[src/rtl/cpfd_pkg.sv]
// Shared types, constants and the byte-wide CRC-32 step for the packet file deframer.
// Used by the deframer core, the top level and the port checker.
// No dependencies.
package cpfd_pkg;

  // Field widths
  localparam int LEN_W           = 24;
  localparam int WORD_W          = 32;
  localparam int KIND_W          = 2;
  localparam int DEF_LENGTH_BITS = 24;

  // Packed result bus: start, total, type, stored, computed, mismatch, zero pad
  localparam int OUT_FIELDS_W = LEN_W + LEN_W + 3 * WORD_W + 1;
  localparam int OUT_DATA_W   = ((OUT_FIELDS_W + 7) / 8) * 8;

  // Framing constants
  localparam logic [WORD_W-1:0] CRC_POLY = 32'hEDB8_8320;
  localparam logic [WORD_W-1:0] CRC_ONES = 32'hFFFF_FFFF;
  localparam int unsigned MIN_FILE     = 36;
  localparam int unsigned HEADER_LEN   = 32;
  localparam int unsigned PKT_OVERHEAD = 10;
  localparam int unsigned CRC_BYTES    = 4;

  // Record kinds
  localparam logic [KIND_W-1:0] KIND_HEADER    = 2'd0;
  localparam logic [KIND_W-1:0] KIND_PACKET    = 2'd1;
  localparam logic [KIND_W-1:0] KIND_CHECKED   = 2'd2;
  localparam logic [KIND_W-1:0] KIND_UNCHECKED = 2'd3;

  // One input item as seen by the core
  typedef struct packed {
    logic [7:0] data_byte;
    logic       file_start;
  } step_t;

  // One result record
  typedef struct packed {
    logic [KIND_W-1:0] record_kind;
    logic [LEN_W-1:0]  start_offset;
    logic [LEN_W-1:0]  total_length;
    logic [WORD_W-1:0] packet_type;
    logic [WORD_W-1:0] stored_crc;
    logic [WORD_W-1:0] computed_crc;
    logic              crc_mismatch;
  } rec_t;

  // Reflected CRC-32, one byte folded in
  function automatic logic [WORD_W-1:0] crc32_byte(input logic [WORD_W-1:0] crc,
                                                   input logic [7:0] b);
    logic [WORD_W-1:0] c;
    c = crc ^ {24'd0, b};
    for (int k = 0; k < 8; k++) begin
      c = c[0] ? ((c >> 1) ^ CRC_POLY) : (c >> 1);
    end
    return c;
  endfunction

endpackage

[src/rtl/crc32_packet_file_deframer_unit.sv]
// Top level of the CRC-32 packet file deframer: input stage, length register,
// parse core and result register. Depends on cpfd_pkg and cpfd_core.
//
// The block takes a file one byte per item on the s_ stream and reports header,
// packet and trailer records on the m_ stream. It sustains one byte per clock
// while records are taken. A byte that completes a record passes the input
// register, then the parse step with up to two byte-wide CRC-32 updates, and the
// record lands in the result register, which drives m_tvalid. While a record
// waits on m_tready the parse step holds: the input register takes at most one
// more byte and then s_tready drops until the record is taken.
// Set file_length through the cfg channel while no byte is in flight; s_tuser
// marks the first byte of a file and restarts parsing at offset 0.
module crc32_packet_file_deframer_unit
  import cpfd_pkg::*;
#(
  parameter int LENGTH_BITS = DEF_LENGTH_BITS
) (
  input  logic                  clk,
  input  logic                  rst,
  // Length register write channel
  input  logic                  cfg_valid,
  output logic                  cfg_ready,
  input  logic [LEN_W-1:0]      cfg_data,     // file_length
  // Byte input
  input  logic                  s_tvalid,
  output logic                  s_tready,
  input  logic [7:0]            s_tdata,      // data_byte
  input  logic [0:0]            s_tuser,      // file_start
  // Record output
  output logic                  m_tvalid,
  input  logic                  m_tready,
  output logic [OUT_DATA_W-1:0] m_tdata,      // start_offset, total_length, packet_type,
                                              // stored_crc, computed_crc, crc_mismatch, pad
  output logic [KIND_W-1:0]     m_tuser       // record_kind
);

  logic [LEN_W-1:0] file_length;
  logic             in_vld;
  step_t            in_item;
  logic             advance;
  logic             rec_valid;
  rec_t             rec;

  // Length register
  assign cfg_ready = 1'b1;
  always_ff @(posedge clk) begin
    if (rst) begin
      file_length <= '0;
    end else if (cfg_valid) begin
      file_length <= cfg_data;
    end
  end

  // Core steps when a byte is held and the result slot is free or being taken
  assign advance  = in_vld && (!m_tvalid || m_tready);
  assign s_tready = !in_vld || advance;

  // Input register
  always_ff @(posedge clk) begin
    if (rst) begin
      in_vld <= 1'b0;
    end else if (s_tready) begin
      in_vld <= s_tvalid;
    end
  end

  always_ff @(posedge clk) begin
    if (s_tready && s_tvalid) begin
      in_item.data_byte  <= s_tdata;
      in_item.file_start <= s_tuser[0];
    end
  end

  cpfd_core #(
    .LENGTH_BITS(LENGTH_BITS)
  ) u_core (
    .clk        (clk),
    .rst        (rst),
    .step_en    (advance),
    .step       (in_item),
    .file_length(file_length),
    .rec_valid  (rec_valid),
    .rec        (rec)
  );

  // Result register
  always_ff @(posedge clk) begin
    if (rst) begin
      m_tvalid <= 1'b0;
    end else if (advance) begin
      m_tvalid <= rec_valid;
    end else if (m_tready) begin
      m_tvalid <= 1'b0;
    end
  end

  always_ff @(posedge clk) begin
    if (advance && rec_valid) begin
      m_tuser <= rec.record_kind;
      m_tdata <= OUT_DATA_W'({rec.crc_mismatch, rec.computed_crc, rec.stored_crc,
                              rec.packet_type, rec.total_length, rec.start_offset});
    end
  end

endmodule

[src/rtl/cpfd_core.sv]
// Parse state and per-byte step logic of the packet file deframer.
// Holds position, phase, CRC registers; emits at most one record per byte.
// Depends on cpfd_pkg.
module cpfd_core
  import cpfd_pkg::*;
#(
  parameter int LENGTH_BITS = DEF_LENGTH_BITS
) (
  input  logic             clk,
  input  logic             rst,
  input  logic             step_en,
  input  step_t            step,
  input  logic [LEN_W-1:0] file_length,
  output logic             rec_valid,
  output rec_t             rec
);

  // Compare width: covers position, length and start + overhead + payload
  localparam int CW = ((LENGTH_BITS > LEN_W) ? LENGTH_BITS : LEN_W) + 2;

  // Phase codes
  localparam logic [2:0] PH_HEADER  = 3'd0;
  localparam logic [2:0] PH_HEAD    = 3'd1;
  localparam logic [2:0] PH_PAYLOAD = 3'd2;
  localparam logic [2:0] PH_CRC     = 3'd3;
  localparam logic [2:0] PH_TRAIL   = 3'd4;
  localparam logic [2:0] PH_LIMIT   = 3'd5;

  localparam logic [CW-1:0] HEAD_LIMIT = CW'(PKT_OVERHEAD + CRC_BYTES);

  // State registers
  logic [LENGTH_BITS-1:0] byte_position, byte_position_next;
  logic [2:0]             parse_phase, parse_phase_next;
  logic [LENGTH_BITS-1:0] record_start, record_start_next;
  logic [2:0]             bytes_in_record, bytes_in_record_next;
  logic [WORD_W-1:0]      type_word, type_word_next;
  logic [15:0]            payload_count, payload_count_next;
  logic [WORD_W-1:0]      packet_crc, packet_crc_next;
  logic [WORD_W-1:0]      file_crc, file_crc_next;
  logic [WORD_W-1:0]      file_crc_at_boundary, file_crc_at_boundary_next;
  logic [WORD_W-1:0]      crc_shift_in, crc_shift_in_next;

  // Current values, after an optional restart
  logic [LENGTH_BITS-1:0] c_pos, c_rs;
  logic [2:0]             c_phase, c_bir;
  logic [WORD_W-1:0]      c_type, c_pcrc, c_fcrc, c_bound, c_shift;
  logic [15:0]            c_pcount;

  logic [CW-1:0]          pos_x, len_x, tlen, pkt_total;
  logic                   skip, bir0;
  logic [2:0]             bir_inc;
  logic [WORD_W-1:0]      shift_new, pcrc_base;
  logic [LENGTH_BITS-1:0] rs_eff;
  logic [15:0]            plen;
  logic [15:0]            pcount_dec;

  // Restart clears everything but the length register
  always_comb begin
    if (step.file_start) begin
      c_pos    = '0;
      c_phase  = PH_HEADER;
      c_rs     = '0;
      c_bir    = '0;
      c_type   = '0;
      c_pcount = '0;
      c_pcrc   = CRC_ONES;
      c_fcrc   = CRC_ONES;
      c_bound  = CRC_ONES;
      c_shift  = '0;
    end else begin
      c_pos    = byte_position;
      c_phase  = parse_phase;
      c_rs     = record_start;
      c_bir    = bytes_in_record;
      c_type   = type_word;
      c_pcount = payload_count;
      c_pcrc   = packet_crc;
      c_fcrc   = file_crc;
      c_bound  = file_crc_at_boundary;
      c_shift  = crc_shift_in;
    end
  end

  // Shared terms of the step
  assign pos_x      = CW'(c_pos);
  assign len_x      = CW'(file_length);
  assign skip       = (file_length < LEN_W'(MIN_FILE)) || (pos_x >= len_x) ||
                      (c_phase >= PH_LIMIT);
  assign shift_new  = {c_shift[WORD_W-9:0], step.data_byte};
  assign bir0       = (c_bir == 3'd0);
  assign bir_inc    = c_bir + 3'd1;
  assign rs_eff     = bir0 ? c_pos : c_rs;
  assign pcrc_base  = bir0 ? CRC_ONES : c_pcrc;
  assign plen       = shift_new[15:0];
  assign pcount_dec = c_pcount - 16'd1;
  assign pkt_total  = pos_x - CW'(c_rs) + CW'(1);
  assign tlen       = len_x - CW'(record_start_next);

  // Per-byte parse step
  always_comb begin
    byte_position_next        = c_pos;
    parse_phase_next          = c_phase;
    record_start_next         = c_rs;
    bytes_in_record_next      = c_bir;
    type_word_next            = c_type;
    payload_count_next        = c_pcount;
    packet_crc_next           = c_pcrc;
    file_crc_next             = c_fcrc;
    file_crc_at_boundary_next = c_bound;
    crc_shift_in_next         = c_shift;
    rec_valid                 = 1'b0;
    rec                       = '0;

    if (!skip) begin
      file_crc_next      = crc32_byte(c_fcrc, step.data_byte);
      crc_shift_in_next  = shift_new;
      byte_position_next = c_pos + LENGTH_BITS'(1);

      case (c_phase)
        PH_HEADER: begin
          if (pos_x == CW'(HEADER_LEN - 1)) begin
            parse_phase_next     = PH_HEAD;
            bytes_in_record_next = '0;
            rec_valid            = 1'b1;
            rec.record_kind      = KIND_HEADER;
            rec.total_length     = LEN_W'(HEADER_LEN);
          end
        end
        PH_HEAD: begin
          if (bir0) begin
            record_start_next         = c_pos;
            file_crc_at_boundary_next = c_fcrc;
            packet_crc_next           = CRC_ONES;
          end
          if (bir0 && (pos_x + HEAD_LIMIT > len_x)) begin
            // Not even an empty packet fits: rest of file is trailer
            parse_phase_next = PH_TRAIL;
          end else begin
            packet_crc_next      = crc32_byte(pcrc_base, step.data_byte);
            bytes_in_record_next = bir_inc;
            if (bir_inc == 3'd4) begin
              type_word_next = shift_new;
            end
            if (bir_inc == 3'd6) begin
              if (CW'(rs_eff) + HEAD_LIMIT + CW'(plen) > len_x) begin
                parse_phase_next = PH_TRAIL;
              end else begin
                payload_count_next   = plen;
                bytes_in_record_next = '0;
                parse_phase_next     = (plen != 16'd0) ? PH_PAYLOAD : PH_CRC;
              end
            end
          end
        end
        PH_PAYLOAD: begin
          packet_crc_next    = crc32_byte(c_pcrc, step.data_byte);
          payload_count_next = pcount_dec;
          if (pcount_dec == 16'd0) begin
            bytes_in_record_next = '0;
            parse_phase_next     = PH_CRC;
          end
        end
        PH_CRC: begin
          bytes_in_record_next = bir_inc;
          if (bir_inc == 3'd4) begin
            rec_valid            = 1'b1;
            rec.record_kind      = KIND_PACKET;
            rec.start_offset     = LEN_W'(c_rs);
            rec.total_length     = pkt_total[LEN_W-1:0];
            rec.packet_type      = c_type;
            rec.stored_crc       = shift_new;
            rec.computed_crc     = ~c_pcrc;
            rec.crc_mismatch     = (shift_new != ~c_pcrc);
            parse_phase_next     = PH_HEAD;
            bytes_in_record_next = '0;
          end
        end
        default: begin
        end
      endcase

      // Trailer goes out on the last byte of the file
      if (!rec_valid && (parse_phase_next == PH_TRAIL) && (pos_x + CW'(1) == len_x)) begin
        rec_valid        = 1'b1;
        rec.start_offset = LEN_W'(record_start_next);
        rec.total_length = tlen[LEN_W-1:0];
        if (tlen == CW'(CRC_BYTES)) begin
          rec.record_kind  = KIND_CHECKED;
          rec.stored_crc   = shift_new;
          rec.computed_crc = ~file_crc_at_boundary_next;
          rec.crc_mismatch = (shift_new != ~file_crc_at_boundary_next);
        end else begin
          rec.record_kind = KIND_UNCHECKED;
        end
      end
    end
  end

  // State update, one byte per enabled cycle
  always_ff @(posedge clk) begin
    if (rst) begin
      byte_position        <= '0;
      parse_phase          <= PH_HEADER;
      record_start         <= '0;
      bytes_in_record      <= '0;
      type_word            <= '0;
      payload_count        <= '0;
      packet_crc           <= CRC_ONES;
      file_crc             <= CRC_ONES;
      file_crc_at_boundary <= CRC_ONES;
      crc_shift_in         <= '0;
    end else if (step_en) begin
      byte_position        <= byte_position_next;
      parse_phase          <= parse_phase_next;
      record_start         <= record_start_next;
      bytes_in_record      <= bytes_in_record_next;
      type_word            <= type_word_next;
      payload_count        <= payload_count_next;
      packet_crc           <= packet_crc_next;
      file_crc             <= file_crc_next;
      file_crc_at_boundary <= file_crc_at_boundary_next;
      crc_shift_in         <= crc_shift_in_next;
    end
  end

endmodule

[config.mk]
export PLATFORM = sky130hd
export DESIGN_NAME = crc32_packet_file_deframer_unit
export DESIGN_NICKNAME = d
export VERILOG_FILES = /design/src/rtl/cpfd_pkg.sv /design/src/rtl/crc32_packet_file_deframer_unit.sv /design/src/rtl/cpfd_core.sv
export SDC_FILE = /design/constraint.sdc
export NUM_CORES = 2
export LEC_CHECK = 0
export BUFFER_PORTS_ARGS = -buffer_cell sky130_fd_sc_hd__clkbuf_2
export CAP_MARGIN = 20
export CORE_ASPECT_RATIO = 0.75
export CORE_UTILIZATION = 36
export DETAILED_ROUTE_END_ITERATION = 8
export PLACE_DENSITY = 0.59
export SYNTH_ARGS = -nofsm -noshare
export SYNTH_HDL_FRONTEND = slang
export SYNTH_SLANG_ARGS = --single-unit
[constraint.sdc]
create_clock -name clk -period 12.9 [get_ports clk]
set_clock_uncertainty 0.15 [all_clocks]
set_input_delay 1.935 -clock clk [delete_from_list [all_inputs] [get_ports clk]]
set_output_delay 1.935 -clock clk [all_outputs]
set_load 0.02 [all_outputs]
Yosys cells after proc, flatten, opt, wreduce, memory -nomap -nowiden

Index checks and enable logic that the tools add are counted.

Divide/modulo/power cells: 0
Add/subtract/negate cells: 10
Mux-type cells: 93
Eq/ne operators: 11
Reductions and logical operators: 19
Order comparisons: 5
Bitwise operators: 31
Shift operators: 0
Multipliers: 0

Operators by type and width:

| kind                    | number |
|---|---|
| $mux W32                | 40 |
| $not A13 Y14            | 24 |
| $mux W24                | 9 |
| $mux W65                | 3 |
| $mux W146               | 1 |
| $xor A32 B8 Y32         | 3 |
| $mux W16                | 5 |
| $ne A32 B32 Y1          | 2 |
| $not A32 Y32            | 2 |
| $pmux W32 S2            | 1 |
| $gt A26 B24 Y1          | 2 |
| $mux W3                 | 17 |
| $add A24 B4 Y25 const B | 2 |
| $mux W50                | 1 |
| $add A24 B1 Y24 const B | 2 |
| $pmux W24 S2            | 1 |
| $pmux W16 S2            | 1 |
| $add A26 B16 Y26        | 1 |
| $eq A26 B24 Y1          | 1 |
| $eq A26 B3 Y1 const B   | 1 |
| $add A24 B1 Y25 const B | 1 |
| $sub A24 B24 Y25        | 1 |
| $eq A24 B5 Y1 const B   | 1 |
| $ge A24 B24 Y1          | 1 |
| 21 further kinds        | 46 |

RAM bits: 0
Bits in registers: 404
Word-level logic and storage cells: 187
Memories: 0
Bits in read-only memories: 0
Bits in latches: 0

Logic depth before layout (Yosys ltp)

Word-level depth: 23
Depth in mapped cells: 47

Cells and area by module

From an unflattened synthesis, not the netlist that was laid out.

Cell total of the unflattened synthesis: 3200
Area total of the unflattened synthesis: 28100.7 sq um

Modules (own cells, without submodules):

| module                          | area an instance (sq um) | cells an instance | times used |
|---|---|---|---|
| cpfd_core                       | 22382.7                  | 2945              | 1 |
| crc32_packet_file_deframer_unit | 5718.0                   | 255               | 1 |

Least setup slack after synthesis

No wires, ideal clock.

Kind: reg-to-reg
From: register in_item[0] (netlist name)
To: register m_tdata[0], enable pin
Slack: 0.691 ns
Stages on the path, launching flop included: 47
Library setup time: 0.499 ns
Data arrival time: 11.560 ns
Cells stage by stage: edfxtp_1 clkbuf_1 buf_2 buf_2 buf_2 buf_2 buf_2 buf_2 clkbuf_1 buf_1 clkbuf_1 nor2b_1 inv_1 ha_1 nor2b_1 buf_2 buf_6 buf_4 [11 not listed] a31oi_1 o41a_1 o21bai_1 mux2i_1 o31ai_1 xnor2_1 ha_1 and2_0 nand4_1 nor2_1 o21ai_0 a31oi_1 o21ai_0 o41ai_1 a21oi_1 a221oi_1 o21ai_1 inv_1

Cells in the longest elaborated chain, start to end: 17
Elaborated cells between the ends (all ways): 51
Classes of those cells: add/sub (6); order compare (4); eq/ne (8); mux (22); reduce/logical (11)

Ends and longest elaborated chain:

| item                              | line                                   | RTL |
|---|---|---|
| start, declared                   | crc32_packet_file_deframer_unit.sv:39  | `step_t in_item;` |
| $mux W3                           | cpfd_core.sv:59                        | `if (step.file_start) begin` |
| $logic_not A3 Y1                  | cpfd_core.sv:90                        | `assign bir0 = (c_bir == 3'd0);` |
| $mux W24                          | cpfd_core.sv:92                        | `assign rs_eff = bir0 ? c_pos : c_rs;` |
| $add A24 B4 Y25                   | cpfd_core.sv:145                       | `if (CW'(rs_eff) + HEAD_LIMIT + CW'(plen) > len_x) begin` |
| $add A26 B16 Y26                  | cpfd_core.sv:145                       |  |
| $gt A26 B24 Y1                    | cpfd_core.sv:145                       |  |
| $mux W3                           | cpfd_core.sv:145                       |  |
| $mux W3                           | cpfd_core.sv:144                       | `if (bir_inc == 3'd6) begin` |
| $mux W3                           | cpfd_core.sv:135                       | `if (bir0 && (pos_x + HEAD_LIMIT > len_x)) begin` |
| $pmux W3 S4                       | cpfd_core.sv:119                       | `case (c_phase)` |
| $mux W3                           | cpfd_core.sv:114                       | `if (!skip) begin` |
| $eq A3 B3 Y1                      | cpfd_core.sv:183                       | `if (!rec_valid && (parse_phase_next == PH_TRAIL) && (pos_x + CW'(1) == len_x)) begin` |
| $logic_and A1 B1 Y1 (2 in series) | cpfd_core.sv:183                       |  |
| $mux W1                           | cpfd_core.sv:183                       |  |
| $mux W1 *                         | cpfd_core.sv:114                       |  |
| $logic_and A1 B1 Y1 *             | crc32_packet_file_deframer_unit.sv:98  | `if (advance && rec_valid) begin` |
| end signal, assigned              | crc32_packet_file_deframer_unit.sv:100 | `m_tdata <= OUT_DATA_W'({rec.crc_mismatch, rec.computed_crc, rec.stored_crc,` |
| end, declared                     | crc32_packet_file_deframer_unit.sv:32  | `output logic [OUT_DATA_W-1:0] m_tdata,` |

Mark *: on every way between the ends. The rest lies on a longest branch, timed or not. The select of a mux whose other input is x is not followed.
A chain may end at the register's enable or synchronous reset.

Final worst setup path

From: register in_item[0] (netlist name)
To: register m_tdata[125], enable pin

Same word-level chain as after synthesis.

==> impl_metrics.csv <==
group,metric,value,unit
place,gp_congestion,0.998,
logic_synthesis,synthArstFlopShare,0,%
setup_path,criticalPathCategory,"reg2reg",
cells_and_area,design_area,32500,um2
setup_path,cp_max_fo,97,
detailed_routing,drt_pass1_iterations,9,
detailed_routing,routed_via_density,5.84,
place,port_buffers,186,
clock_network,postCtsSetupRepairBufs,0,
worst_hold_path,hold_path_class,"reg2reg",
power_and_ir_drop,vdd_drop_max,0.0839,mV
setup_path,critPathSlowestCell,"edfxtp_1",
sta,hold_violations,0,
grt,grt_pass1_vias,24200,
detailed_routing,drt_iter0_drc,3188,
detailed_routing,final_antenna_net_count,0,
clock_network,cts_tree,"done",
clock_network,cts_max_path_buffers,3,
sta,finalSetupViolations,0,
place,dp_hpwl,80.0,mm
setup_path,cpPeakStageDelay,680,ps
logic_synthesis,yosysWarningCount,0,
detailed_routing,wl_per_cell,24.3,um
sta,worst_pin_slew,1190,ps
sta,fmax,104,MHz
logic_synthesis,yosysSeqAreaShare,33.4,%
clock_network,clock_sinks,404,
logic_synthesis,synth_ff_type,"dfxtp_1",
floorplan,die_area,81500,um2
cells_and_area,drive_above_1_share,11.4,%
cells_and_area,area_growth,12.3,%
power_and_ir_drop,leakagePower,0.0119,uW
logic_synthesis,synthesis.area,28900,um2
grt,antenna_found_initial,1,
floorplan,ios,195,
setup_path,cp.required,13000,ps
clock_network,htreeDepth,2,
floorplan,fp.dieW,329,um
grt,overflow,0,
grt,grt_max_degree,120,
clock_network,hold_buffers,0,
logic_synthesis,synthCells,3448,
cells_and_area,finalNetCount,3732,
detailed_routing,route.vias.total,26900,
grt,grt_pass1_wl,163,mm
setup_path,critPathMostFrequentCell,"ha_1",
setup_path,crit_path_end_kind,"flop",
logic_synthesis,synth-edff-count,156,
logic_synthesis,post_synth.cell_area_avg,8.39,um2
floorplan,rows,89,
clock_network,clk_latency,640,ps
logic_synthesis,synth.distinct_cells,90,
detailed_routing,drc_errors,12,
setup_path,critical_path_buf_inv_count,3,
detailed_routing,wl,112,mm
clock_network,cts_root_buffer,"clkbuf_16",
sta,finalCritPeriodShare,74.4,%
floorplan,core_area,79100,um2
sta,finalMaxSlewViolations,0,
sta,rsz0062_at_grt,"no",
clock_network,cts_buffers,47,
floorplan,die_y,247,um
setup_path,critPathTopFamily,"compound AO/OA/AOI/OAI gates",
grt,grtUsageTotal,26.6,%
logic_synthesis,synth-seq-cells,404,
place,dp.cells,4513,
floorplan,start_util,36.6,%
power_and_ir_drop,power_density,109,nW/um2
outcome,status,"finished with violations",
sta,fin_tns_setup,0,ps
clock_network,clk_pin_slew,60,ps
run,max_cap_violations,0,
clock_network,cts_resized,0,
sta,min_period,9600,ps
place,placed_cell_area,30900,um2
outcome,failed_checks,"DRC",
setup_path,crit_path_start_kind,"flop",
cells_and_area,stdcell_count,4607,
sta,maxSlewHeadroom,20.9,%
setup_path,critPathArrivalTime,9700,ps
-- tightest hold or removal path, cell delays in order (launching register included) --
cell,delay [ps]
dfxtp_1,320
o22ai_1,60
nand2b_1,60
-- synthesized netlist by cell type (11+ instances only) --
cell | instances | share of area (%)
nor2_1 | 391 | 5.1
or3_1 | 12 | 0.26
xor2_1 | 113 | 3.4
and2_1 | 45 | 0.97
clkbuf_1 | 186 | 2.4
nand3_1 | 78 | 1.3
or2_2 | 16 | 0.35
buf_1 | 30 | 0.39
a22oi_1 | 69 | 1.8
a211oi_1 | 43 | 1.1
xnor2_1 | 332 | 10
nor4_1 | 38 | 0.82
inv_1 | 97 | 1.3
nand2_1 | 230 | 3.0
mux2_2 | 16 | 0.62
nand4_1 | 41 | 0.89
nor2b_1 | 93 | 2.0
o22ai_1 | 142 | 3.1
dfxtp_1 | 248 | 17
mux2i_1 | 40 | 1.4
a21o_1 | 29 | 0.75
edfxtp_1 | 156 | 16
a21oi_1 | 180 | 3.1
ha_1 | 170 | 7.4
o211ai_1 | 14 | 0.36
nor3_1 | 51 | 0.88
and3_1 | 16 | 0.35
nand2b_1 | 116 | 2.5
a31oi_1 | 26 | 0.56
o21a_1 | 32 | 0.83
buf_2 | 17 | 0.29
o21ai_0 | 175 | 3.0
a221oi_1 | 11 | 0.33
-- flip-flops by register name, summed over array words and instances (netlist names), 16 cells and up --
name	flops
m_tdata	145
u_core.packet_crc	32
u_core.file_crc_at_boundary	32
u_core.file_crc	32
u_core.crc_shift_in	24
file_length	24
u_core.type_word	32
u_core.record_start	24
u_core.payload_count	16
u_core.byte_position	24
-- cell usage in the layout (no fill, tap or decap), types with 37 or more instances in the layout --
cell type,instances
a211oi_1,43
a21oi_1,178
a22oi_1,69
and2_1,44
buf_4,70
clkbuf_16,48
clkbuf_2,186
dfxtp_1,248
edfxtp_1,156
ha_1,170
inv_1,96
mux2i_1,40
nand2_1,228
nand2b_1,116
nand3_1,76
nand4_1,41
nor2_1,386
nor2b_1,90
nor3_1,50
nor4_1,37
o21ai_0,174
o22ai_1,142
xnor2_1,332
xor2_1,113
-- layout make-up --
type	instances	area (um2)
well taps	1046	1310
inverters	99	377
clock inverters	24	278
multi-input cells	2708	18100
diodes	1	2.50
flip-flops and latches	404	9650
repair buffers	261	1510
fillers	7965	46600
clock buffers	64	1310
-- where the power goes --
| part | total, uW | internal, uW | switching [uW] |
|---|---|---|---|
| sequential | 1390 | 1340 | 45.3 |
| clock | 1410 | 798 | 610 |
| combinational | 758 | 297 | 461 |
-- through the flow --
step | setup WS, ps | hold slack (ps) | total power, uW | util [%]
after floorplan | 691 | 282 | 1950 | -
final | 3300 | 321 | 3560 | 41.1
after CTS | 3270 | 326 | 3560 | 41.0
after global routing | 2700 | 345 | 3680 | 41.1
after global placement | 3530 | 293 | 2150 | 39.0
after detailed placement | 3330 | 305 | 2150 | 39.0
-- worst paths after layout --
kind,start,endpoint,slack [ps],depth (start not counted)
max,in_item[0]$_DFFE_PP_,m_tdata[125]$_SDFFCE_PN0P_,3300,31
min,u_core.file_crc_at_boundary[20]$_SDFFE_PP1P_,u_core.file_crc_at_boundary[20]$_SDFFE_PP1P_,320,2
max reg2reg,in_item[0]$_DFFE_PP_,m_tdata[125]$_SDFFCE_PN0P_,3300,31
min reg2reg,u_core.file_crc_at_boundary[20]$_SDFFE_PP1P_,u_core.file_crc_at_boundary[20]$_SDFFE_PP1P_,320,2
-- cell families after synthesis --
family / Yosys count / share of synthesized area [%]
and+or+nand+nor: 1172 / 19.9
AOI/OAI and AO/OA: 853 / 19.0
xor gates and xnor gates: 445 / 13.5
DFF: 404 / 33.4
buffers and inverters: 342 / 4.65
adders and majority gates: 173 / 7.56
muxes: 57 / 2.05
other: 2 / 0.0260
-- layer usage --
metal  wire length, um  up-vias  GRT usage [%]
met5                42        -          0.411
li1                  -    12400              -
met1             52500    12900           40.7
met4              2540        2           6.36
met3             12600      161           6.78
met2             44300     1401           36.3
No activity file was read; power rests on OpenSTA's default activity.
